--- src/design/erld_pkg.sv ---
package erld_pkg;

	localparam int BYTE_W    = 8;
	localparam int WORD_W    = 64;
	localparam int SPC_W     = 8;
	localparam int NIB_W     = 4;
	localparam int CFG_IDX_W = 1;

	localparam logic [CFG_IDX_W-1:0] REG_PART_START = 1'd0;
	localparam logic [CFG_IDX_W-1:0] REG_SECT_PER_CLU = 1'd1;

	localparam logic [SPC_W-1:0] SPC_RESET = 8'd8;

	typedef struct packed {
		logic              ext;
		logic [WORD_W-1:0] cluster;
		logic [WORD_W-1:0] length;
		logic              done;
		logic              found;
	} res_t;

endpackage

--- src/design/erld_in_if.sv ---
interface erld_in_if;
	logic                         valid;
	logic                         ready;
	logic [erld_pkg::BYTE_W-1:0]  run_byte;
	logic                         last_byte;

	modport source (output valid, output run_byte, output last_byte, input ready);
	modport sink (input valid, input run_byte, input last_byte, output ready);
endinterface

--- src/design/erld_out_if.sv ---
interface erld_out_if;
	logic                         valid;
	logic                         ready;
	logic                         extent_valid;
	logic [erld_pkg::WORD_W-1:0]  ext_start;
	logic [erld_pkg::WORD_W-1:0]  ext_sectors;
	logic                         list_done;
	logic                         found_any;

	modport source (output valid, output extent_valid, output ext_start,
		output ext_sectors, output list_done, output found_any, input ready);
	modport sink (input valid, input extent_valid, input ext_start,
		input ext_sectors, input list_done, input found_any, output ready);
endinterface

--- src/design/erld_cfg_if.sv ---
interface erld_cfg_if;
	logic                            valid;
	logic                            ready;
	logic [erld_pkg::CFG_IDX_W-1:0]  index;
	logic [erld_pkg::WORD_W-1:0]     data;

	modport source (output valid, output index, output data, input ready);
	modport sink (input valid, input index, input data, output ready);
endinterface

--- src/design/erld_decode.sv ---
module erld_decode (
	input  logic                          clk,
	input  logic                          arst_n,
	input  logic                          rb_valid,
	output logic                          rb_ready,
	input  logic [erld_pkg::BYTE_W-1:0]   rb_byte,
	input  logic                          rb_last,
	output logic                          dn_valid,
	input  logic                          dn_ready,
	output erld_pkg::res_t                dn_res
);
	import erld_pkg::*;

	typedef enum logic [1:0] {
		PH_HEADER,
		PH_LENGTH,
		PH_OFFSET,
		PH_DRAIN
	} phase_t;

	phase_t              phase_q, phase_n;
	logic [NIB_W-1:0]    idx_q, idx_n, idx_inc;
	logic [NIB_W-1:0]    lsz_q, lsz_n, osz_q, osz_n;
	logic [WORD_W-1:0]   len_q, len_n, off_q, off_n, clu_q, clu_n;
	logic                any_q, any_n;

	logic                v_s1;
	logic [BYTE_W-1:0]   byte_s1;
	logic                last_s1;
	logic                v_s2;
	res_t                res_s2;

	logic                consume;
	logic [WORD_W-1:0]   fill;
	logic [WORD_W-1:0]   off_v;
	logic [WORD_W-1:0]   off_ext;
	logic [WORD_W-1:0]   sum;
	logic                sign;
	logic                pos;
	logic                fin;
	logic                ext;
	logic                has_res;
	res_t                res_n;

	assign consume  = v_s1 && (!v_s2 || dn_ready);
	assign rb_ready = !v_s1 || consume;
	assign dn_valid = v_s2;
	assign dn_res   = res_s2;

	assign idx_inc = idx_q + 4'd1;
	assign fill    = {56'd0, byte_s1} << {idx_q[2:0], 3'b000};
	assign off_v   = idx_q[3] ? off_q : (off_q | fill);
	assign sign    = off_v[{osz_q[2:0] - 3'd1, 3'b111}];

	// sign extension from the top kept byte of the offset
	always_comb begin
		off_ext = off_v;
		for (int j = 0; j < 8; j++) begin
			if (!osz_q[3] && (4'(j) >= osz_q) && sign) begin
				off_ext[j*8 +: 8] = 8'hFF;
			end
		end
	end

	assign sum = clu_q + off_ext;
	assign pos = (sum != '0) && !sum[WORD_W-1];

	always_comb begin
		phase_n = phase_q;
		idx_n   = idx_q;
		lsz_n   = lsz_q;
		osz_n   = osz_q;
		len_n   = len_q;
		off_n   = off_q;
		clu_n   = clu_q;
		any_n   = any_q;
		fin     = 1'b0;
		ext     = 1'b0;
		case (phase_q)
			PH_HEADER: begin
				lsz_n = byte_s1[3:0];
				osz_n = byte_s1[7:4];
				if (byte_s1[3:0] == '0 || byte_s1[7:4] == '0 || last_s1) begin
					fin = 1'b1;
				end else begin
					len_n   = '0;
					off_n   = '0;
					idx_n   = '0;
					phase_n = PH_LENGTH;
				end
			end
			PH_LENGTH: begin
				if (!idx_q[3]) begin
					len_n = len_q | fill;
				end
				idx_n = idx_inc;
				if (last_s1) begin
					fin = 1'b1;
				end else if (idx_inc >= lsz_q) begin
					idx_n   = '0;
					phase_n = PH_OFFSET;
				end
			end
			PH_OFFSET: begin
				off_n = off_v;
				idx_n = idx_inc;
				if (idx_inc < osz_q) begin
					fin = last_s1;
				end else begin
					// run complete
					off_n   = off_ext;
					clu_n   = sum;
					idx_n   = '0;
					phase_n = PH_HEADER;
					if (pos) begin
						ext   = 1'b1;
						any_n = 1'b1;
					end
					fin = last_s1;
				end
			end
			default: begin
			end
		endcase

		res_n.ext     = ext;
		res_n.cluster = sum;
		res_n.length  = len_q;
		res_n.done    = fin;
		res_n.found   = fin && any_n;
		has_res       = ext || fin;

		if (fin && !last_s1) begin
			phase_n = PH_DRAIN;
		end
		if (last_s1 && (fin || phase_q == PH_DRAIN)) begin
			phase_n = PH_HEADER;
			idx_n   = '0;
			lsz_n   = '0;
			osz_n   = '0;
			len_n   = '0;
			off_n   = '0;
			clu_n   = '0;
			any_n   = 1'b0;
		end
	end

	always_ff @(posedge clk or negedge arst_n) begin
		if (!arst_n) begin
			phase_q <= PH_HEADER;
			idx_q   <= '0;
			lsz_q   <= '0;
			osz_q   <= '0;
			len_q   <= '0;
			off_q   <= '0;
			clu_q   <= '0;
			any_q   <= 1'b0;
			v_s1    <= 1'b0;
			v_s2    <= 1'b0;
		end else begin
			if (rb_ready) begin
				v_s1 <= rb_valid;
			end
			if (consume) begin
				phase_q <= phase_n;
				idx_q   <= idx_n;
				lsz_q   <= lsz_n;
				osz_q   <= osz_n;
				len_q   <= len_n;
				off_q   <= off_n;
				clu_q   <= clu_n;
				any_q   <= any_n;
				v_s2    <= has_res;
			end else if (dn_ready) begin
				v_s2 <= 1'b0;
			end
		end
	end

	always_ff @(posedge clk) begin
		if (rb_valid && rb_ready) begin
			byte_s1 <= rb_byte;
			last_s1 <= rb_last;
		end
		if (consume) begin
			res_s2 <= res_n;
		end
	end

endmodule

--- src/design/erld_scale.sv ---
module erld_scale (
	input  logic                          clk,
	input  logic                          arst_n,
	input  logic [erld_pkg::WORD_W-1:0]   part_start,
	input  logic [erld_pkg::SPC_W-1:0]    sect_per_clu,
	input  logic                          up_valid,
	output logic                          up_ready,
	input  erld_pkg::res_t                up_res,
	erld_out_if.source                    extents
);
	import erld_pkg::*;

	logic                v_s3;
	logic                ext_s3, done_s3, found_s3;
	logic [WORD_W-1:0]   prodc_s3, prodl_s3;
	logic                ov_q;
	logic                ext_q, done_q, found_q;
	logic [WORD_W-1:0]   start_q, count_q;
	logic                adv3;
	logic [WORD_W-1:0]   spc_w;

	assign spc_w    = {{(WORD_W-SPC_W){1'b0}}, sect_per_clu};
	assign adv3     = !ov_q || extents.ready;
	assign up_ready = !v_s3 || adv3;

	always_ff @(posedge clk or negedge arst_n) begin
		if (!arst_n) begin
			v_s3 <= 1'b0;
			ov_q <= 1'b0;
		end else begin
			if (up_ready) begin
				v_s3 <= up_valid;
			end
			if (adv3) begin
				ov_q <= v_s3;
			end
		end
	end

	// cluster and length scaled to sectors, then offset by partition start
	always_ff @(posedge clk) begin
		if (up_valid && up_ready) begin
			prodc_s3 <= up_res.cluster * spc_w;
			prodl_s3 <= up_res.length * spc_w;
			ext_s3   <= up_res.ext;
			done_s3  <= up_res.done;
			found_s3 <= up_res.found;
		end
		if (adv3 && v_s3) begin
			ext_q   <= ext_s3;
			done_q  <= done_s3;
			found_q <= found_s3;
			start_q <= ext_s3 ? (part_start + prodc_s3) : '0;
			count_q <= ext_s3 ? prodl_s3 : '0;
		end
	end

	assign extents.valid        = ov_q;
	assign extents.extent_valid = ext_q;
	assign extents.ext_start    = start_q;
	assign extents.ext_sectors  = count_q;
	assign extents.list_done    = done_q;
	assign extents.found_any    = found_q;

endmodule

--- src/design/extent_run_list_decoder_unit.sv ---
// pipeline: a run list byte is registered in s1, decoded into the s2 result, scaled in s3 and
// offset into the output register; throughput: one run list byte per cycle unless the output stalls;
// the decode stage updates its run state once per byte and the 64-bit running cluster sum once per run
// reset: arst_n clears all run state and pipeline valids at once, partition start
// to zero and sectors per cluster to eight; no clearing pass
module extent_run_list_decoder_unit (
	input  logic          clk,
	input  logic          arst_n,
	erld_in_if.sink       runs,
	erld_out_if.source    extents,
	erld_cfg_if.sink      cfg
);
	import erld_pkg::*;

	logic [WORD_W-1:0]  part_start_q;
	logic [SPC_W-1:0]   spc_q;
	logic               s2_valid, s2_ready;
	res_t               s2_res;

	assign cfg.ready = 1'b1;

	always_ff @(posedge clk or negedge arst_n) begin
		if (!arst_n) begin
			part_start_q <= '0;
			spc_q        <= SPC_RESET;
		end else if (cfg.valid) begin
			case (cfg.index)
				REG_PART_START:   part_start_q <= cfg.data;
				REG_SECT_PER_CLU: spc_q        <= cfg.data[SPC_W-1:0];
				default: begin
				end
			endcase
		end
	end

	erld_decode u_decode (
		.clk      (clk),
		.arst_n   (arst_n),
		.rb_valid (runs.valid),
		.rb_ready (runs.ready),
		.rb_byte  (runs.run_byte),
		.rb_last  (runs.last_byte),
		.dn_valid (s2_valid),
		.dn_ready (s2_ready),
		.dn_res   (s2_res)
	);

	erld_scale u_scale (
		.clk          (clk),
		.arst_n       (arst_n),
		.part_start   (part_start_q),
		.sect_per_clu (spc_q),
		.up_valid     (s2_valid),
		.up_ready     (s2_ready),
		.up_res       (s2_res),
		.extents      (extents)
	);

endmodule

--- src/flat_wrapper.sv ---
// flat-port wrapper written by rule: the top's interface ports become plain ports
module extent_run_list_decoder_unit_flat import erld_pkg::*;
  (clk, arst_n, runs_valid, runs_run_byte, runs_last_byte, runs_ready, extents_valid, extents_extent_valid, extents_ext_start, extents_ext_sectors, extents_list_done, extents_found_any, extents_ready, cfg_valid, cfg_index, cfg_data, cfg_ready);
  erld_in_if runs_i ();
  erld_out_if extents_i ();
  erld_cfg_if cfg_i ();
  input  logic clk;
  input  logic arst_n;
  input wire logic [$bits(runs_i.valid)-1:0] runs_valid;
  input wire logic [$bits(runs_i.run_byte)-1:0] runs_run_byte;
  input wire logic [$bits(runs_i.last_byte)-1:0] runs_last_byte;
  output wire logic [$bits(runs_i.ready)-1:0] runs_ready;
  output wire logic [$bits(extents_i.valid)-1:0] extents_valid;
  output wire logic [$bits(extents_i.extent_valid)-1:0] extents_extent_valid;
  output wire logic [$bits(extents_i.ext_start)-1:0] extents_ext_start;
  output wire logic [$bits(extents_i.ext_sectors)-1:0] extents_ext_sectors;
  output wire logic [$bits(extents_i.list_done)-1:0] extents_list_done;
  output wire logic [$bits(extents_i.found_any)-1:0] extents_found_any;
  input wire logic [$bits(extents_i.ready)-1:0] extents_ready;
  input wire logic [$bits(cfg_i.valid)-1:0] cfg_valid;
  input wire logic [$bits(cfg_i.index)-1:0] cfg_index;
  input wire logic [$bits(cfg_i.data)-1:0] cfg_data;
  output wire logic [$bits(cfg_i.ready)-1:0] cfg_ready;
  assign runs_i.valid = runs_valid;
  assign runs_i.run_byte = runs_run_byte;
  assign runs_i.last_byte = runs_last_byte;
  assign runs_ready = runs_i.ready;
  assign extents_valid = extents_i.valid;
  assign extents_extent_valid = extents_i.extent_valid;
  assign extents_ext_start = extents_i.ext_start;
  assign extents_ext_sectors = extents_i.ext_sectors;
  assign extents_list_done = extents_i.list_done;
  assign extents_found_any = extents_i.found_any;
  assign extents_i.ready = extents_ready;
  assign cfg_i.valid = cfg_valid;
  assign cfg_i.index = cfg_index;
  assign cfg_i.data = cfg_data;
  assign cfg_ready = cfg_i.ready;
  extent_run_list_decoder_unit u_core (.clk(clk), .arst_n(arst_n), .runs(runs_i), .extents(extents_i), .cfg(cfg_i));
endmodule
--- config.mk ---
export PLATFORM = sky130hd
export DESIGN_NAME = extent_run_list_decoder_unit_flat
export DESIGN_NICKNAME = d
export VERILOG_FILES = /design/src/design/erld_pkg.sv /design/src/design/erld_in_if.sv /design/src/design/erld_out_if.sv /design/src/design/erld_cfg_if.sv /design/src/design/erld_decode.sv /design/src/design/erld_scale.sv /design/src/design/extent_run_list_decoder_unit.sv /design/src/flat_wrapper.sv
export SDC_FILE = /design/constraint.sdc
export NUM_CORES = 2
export LEC_CHECK = 0
export BUFFER_PORTS_ARGS = -buffer_cell sky130_fd_sc_hd__clkbuf_2
export CORE_AREA = 2 2 371 373
export CTS_CLUSTER_SIZE = 30
export DETAILED_ROUTE_END_ITERATION = 7
export DIE_AREA = 0 0 373 375
export MAX_ROUTING_LAYER = met4
export PLACE_DENSITY = 0.73
export SLEW_MARGIN = 10
export SYNTH_ARGS = -nofsm -noshare
export SYNTH_HDL_FRONTEND = slang
export SYNTH_SLANG_ARGS = --single-unit
export TNS_END_PERCENT = 50
--- constraint.sdc ---
create_clock -name clk -period 15.2 [get_ports clk]
set_input_delay 4.56 -clock clk [delete_from_list [all_inputs] [get_ports clk]]
set_output_delay 4.56 -clock clk [all_outputs]
set_load 0.005 [all_outputs]
==> results.json <==
{
  "dp_hpwl_um": 111000,
  "crit_fanout": 5,
  "gp_congestion": 0.921,
  "finalHoldViolations": 0,
  "min-delay-start": "u_core.u_decode.len_q[26]",
  "holdPathStages": 0,
  "synth-edff-count": 402,
  "cts_setup_buffers": 0,
  "slew_headroom_pct": 23.5,
  "grt_pass1_vias": 45300,
  "pre_cts_ws_ns": 5.07,
  "drt_first_pass_iters": 5,
  "post-route-min-period_ns": 10.10,
  "setup_ws_ns": 5.10,
  "status": "finished clean",
  "netlist.area_leader.share_pct": 23.0,
  "initial_utilization_pct": 44.6,
  "setup.worst_path.start_class": "primary input",
  "final_cell_count_no_fill": 8044,
  "synth.net_count": 7183,
  "antenna_left": 0,
  "grt_pass1_wl_um": 244000,
  "worstSetupEndpointType": "output port",
  "r2r_start": "u_core.u_decode.idx_q[0]",
  "rsz0062_at_grt": "false",
  "max_cap_viol_count": 0,
  "syn_area_per_cell_um2": 9.95,
  "syn-cell-area_mm2": 0.0608,
  "hold_class": "reg -> reg",
  "slowest_delay_ns": 0.34,
  "clk_latency_ns": 0.73,
  "io_pins": 213,
  "die_h_um": 375,
  "required_ns": 10.64,
  "first_iter_violations": 3318,
  "tritoncts": "built",
  "fin_crit_sh_pct": 66.4,
  "worst_path_most_repeated_cell": "clkbuf_2",
  "grt.total_usage_pct": 22.0,
  "drive_above_1_share_pct": 9.02,
  "die-area_mm2": 0.140,
  "setup_tns_ns": 0,
  "nets": 7247,
  "die_w_um": 373,
  "cts_buffers": 78,
  "synth_flop_cell": "edfxtp_1",
  "cts_resized": 0,
  "ff2ff_setup_slack_ns": 6.82,
  "ys_warn_count": 0,
  "portBuffers": 211,
  "crit_slowest_cell": "nor2b_1",
  "cts_buffer_depth": 3,
  "yosysTopAreaCell": "fa_1",
  "drv_slew": 0,
  "wl_um": 149000,
  "ys_async_sr_fraction_pct": 41.3,
  "syn_inst": 6114,
  "rows": 136,
  "antenna_found_initial": 7,
  "synth-seq-area-share_pct": 31.5,
  "holdWs_ns": 0.424,
  "critPathKind": "in -> out",
  "ys_seq_elements": 685,
  "drc": 0,
  "synthTopCellsByArea": "fa_1 23%, edfxtp_1 20%, dfrtp_1 12%",
  "wire_per_inst_um": 18.5,
  "core_mm2": 0.136,
  "overflow": 0,
  "clock-sinks": 685,
  "worst_pin_slew_ns": 1.15,
  "grt_max_degree": 108,
  "vias_per_cell": 5.55,
  "whs_endpoint": "u_core.u_decode.dn_res[28]",
  "cts-root-buf": "clkbuf_16",
  "final_common_cell": "nand2_1",
  "clkTransAtPathRegs_ns": 0.06,
  "setup_viol": 0,
  "reg2reg_depth": 21,
  "htree_num_levels": 3,
  "place_inst": 7892,
  "layout_common_cells": "812 x nand2_1, 698 x fa_1, 594 x inv_1",
  "r2r-end": "u_core.u_decode.dn_res[0]",
  "num_vias": 44700,
  "final.setup_skew_ns": 0.0414,
  "timing.fmax_mhz": 99.0,
  "path_cells": "clkbuf_2 > nor2b_1 > and3_1 > nand2_1 > clkbuf_2",
  "crit_arrival_ns": 5.54,
  "area_growth_pct": 8.85,
  "cts_hold_buffers": 0,
  "synth_cell_types": 98
}
==> stage by stage <==
stage / utilization, % / area, µm²
finish: 48.6 / 66200
global route: 48.6 / 66200
CTS: 48.6 / 66200
detailed placement: 46.6 / 63500
global placement: 46.6 / 63500
floorplan: - / 60800
==> worst max path at each step <==
stage / startpoint / to / slack (ns)
4_1_cts: extents_ready / runs_ready / 5.06
6_report: extents_ready / runs_ready / 5.10
2_1_floorplan: extents_ready / u_core.u_scale.extents.ext_sectors[0] / 4.13
3_3_place_gp: extents_ready / runs_ready / 5.06
5_1_grt: extents_ready / runs_ready / 4.99
3_5_place_dp: extents_ready / runs_ready / 5.07
==> synthesized netlist by cell type, drive strengths merged, types with 8 or more instances <==
| library cell | n |
|---|---|
| nand2 | 813 |
| fa | 698 |
| inv | 595 |
| and2 | 528 |
| a21oi | 409 |
| edfxtp | 402 |
| nor2 | 347 |
| ha | 292 |
| dfrtp | 282 |
| clkbuf | 252 |
| xnor2 | 176 |
| o21ai | 175 |
| a21o | 144 |
| mux2 | 74 |
| nand3 | 74 |
| a22o | 68 |
| nand4 | 68 |
| xor2 | 66 |
| nor2b | 54 |
| nor3 | 50 |
| o21bai | 49 |
| or3b | 44 |
| nand2b | 43 |
| o21a | 40 |
| a31oi | 36 |
| and3 | 33 |
| o211ai | 22 |
| buf | 21 |
| or3 | 21 |
| a211oi | 20 |
| nand3b | 13 |
| nor4 | 12 |
| a2111oi | 11 |
| o31ai | 11 |
| or2 | 11 |
| a211o | 8 |
| a311oi | 8 |
| and4 | 8 |
| o22ai | 8 |
| or4 | 8 |
==> critical path, delay by kind of cell <==
family,cells,cell delay [ns]
buffers and inverters,2,0.28
and+or+nand+nor,3,0.69
==> cell type report <==
cell class	instances	area (µm²)
antenna	7	17.5
clock buffer	101	2160
clock inverter	44	520
fill	12300	70100
inverter	595	2240
multi-input combinational	4561	38400
sequential	685	19200
tap	1794	2240
timing repair buffer	257	1410
==> kinds of logic after synthesis <==
| logic type | synth area share (%) |
|---|---|
| AO/OA/AOI/OAI | 11.6 |
| adder cells (fa/ha/maj) | 29.0 |
| AND/OR/NAND/NOR | 17.5 |
| XOR/XNOR | 3.49 |
| multiplexers | 1.56 |
| buffers and inverters | 5.39 |
| other | 0.00617 |
| flip-flops | 31.5 |
==> layer usage <==
metal / share of wire [%] / global-route usage, % / routed length (µm)
met2: 46 / 34.0 / 68600
met3: 6.8 / 2.98 / 10200
met1: 44 / 30.0 / 65300
met4: 3.1 / 7.45 / 4660
met5: 0 / - / 0
==> sequential cells by signal (all words and copies together) (netlist names), 64 cells and up <==
register                            count
u_core.u_scale.extents.ext_sectors     64
u_core.u_scale.extents.ext_start       64
u_core.u_decode.dn_res                131
u_core.part_start_q                    64
u_core.u_scale.prodl_s3                64
u_core.u_decode.len_q                  64
u_core.u_decode.clu_q                  64
u_core.u_scale.prodc_s3                64
u_core.u_decode.off_q                  64
Power is left out: the tool's default activity adds up to more than one toggle a clock period on the data nets, which glitch-free logic cannot reach.
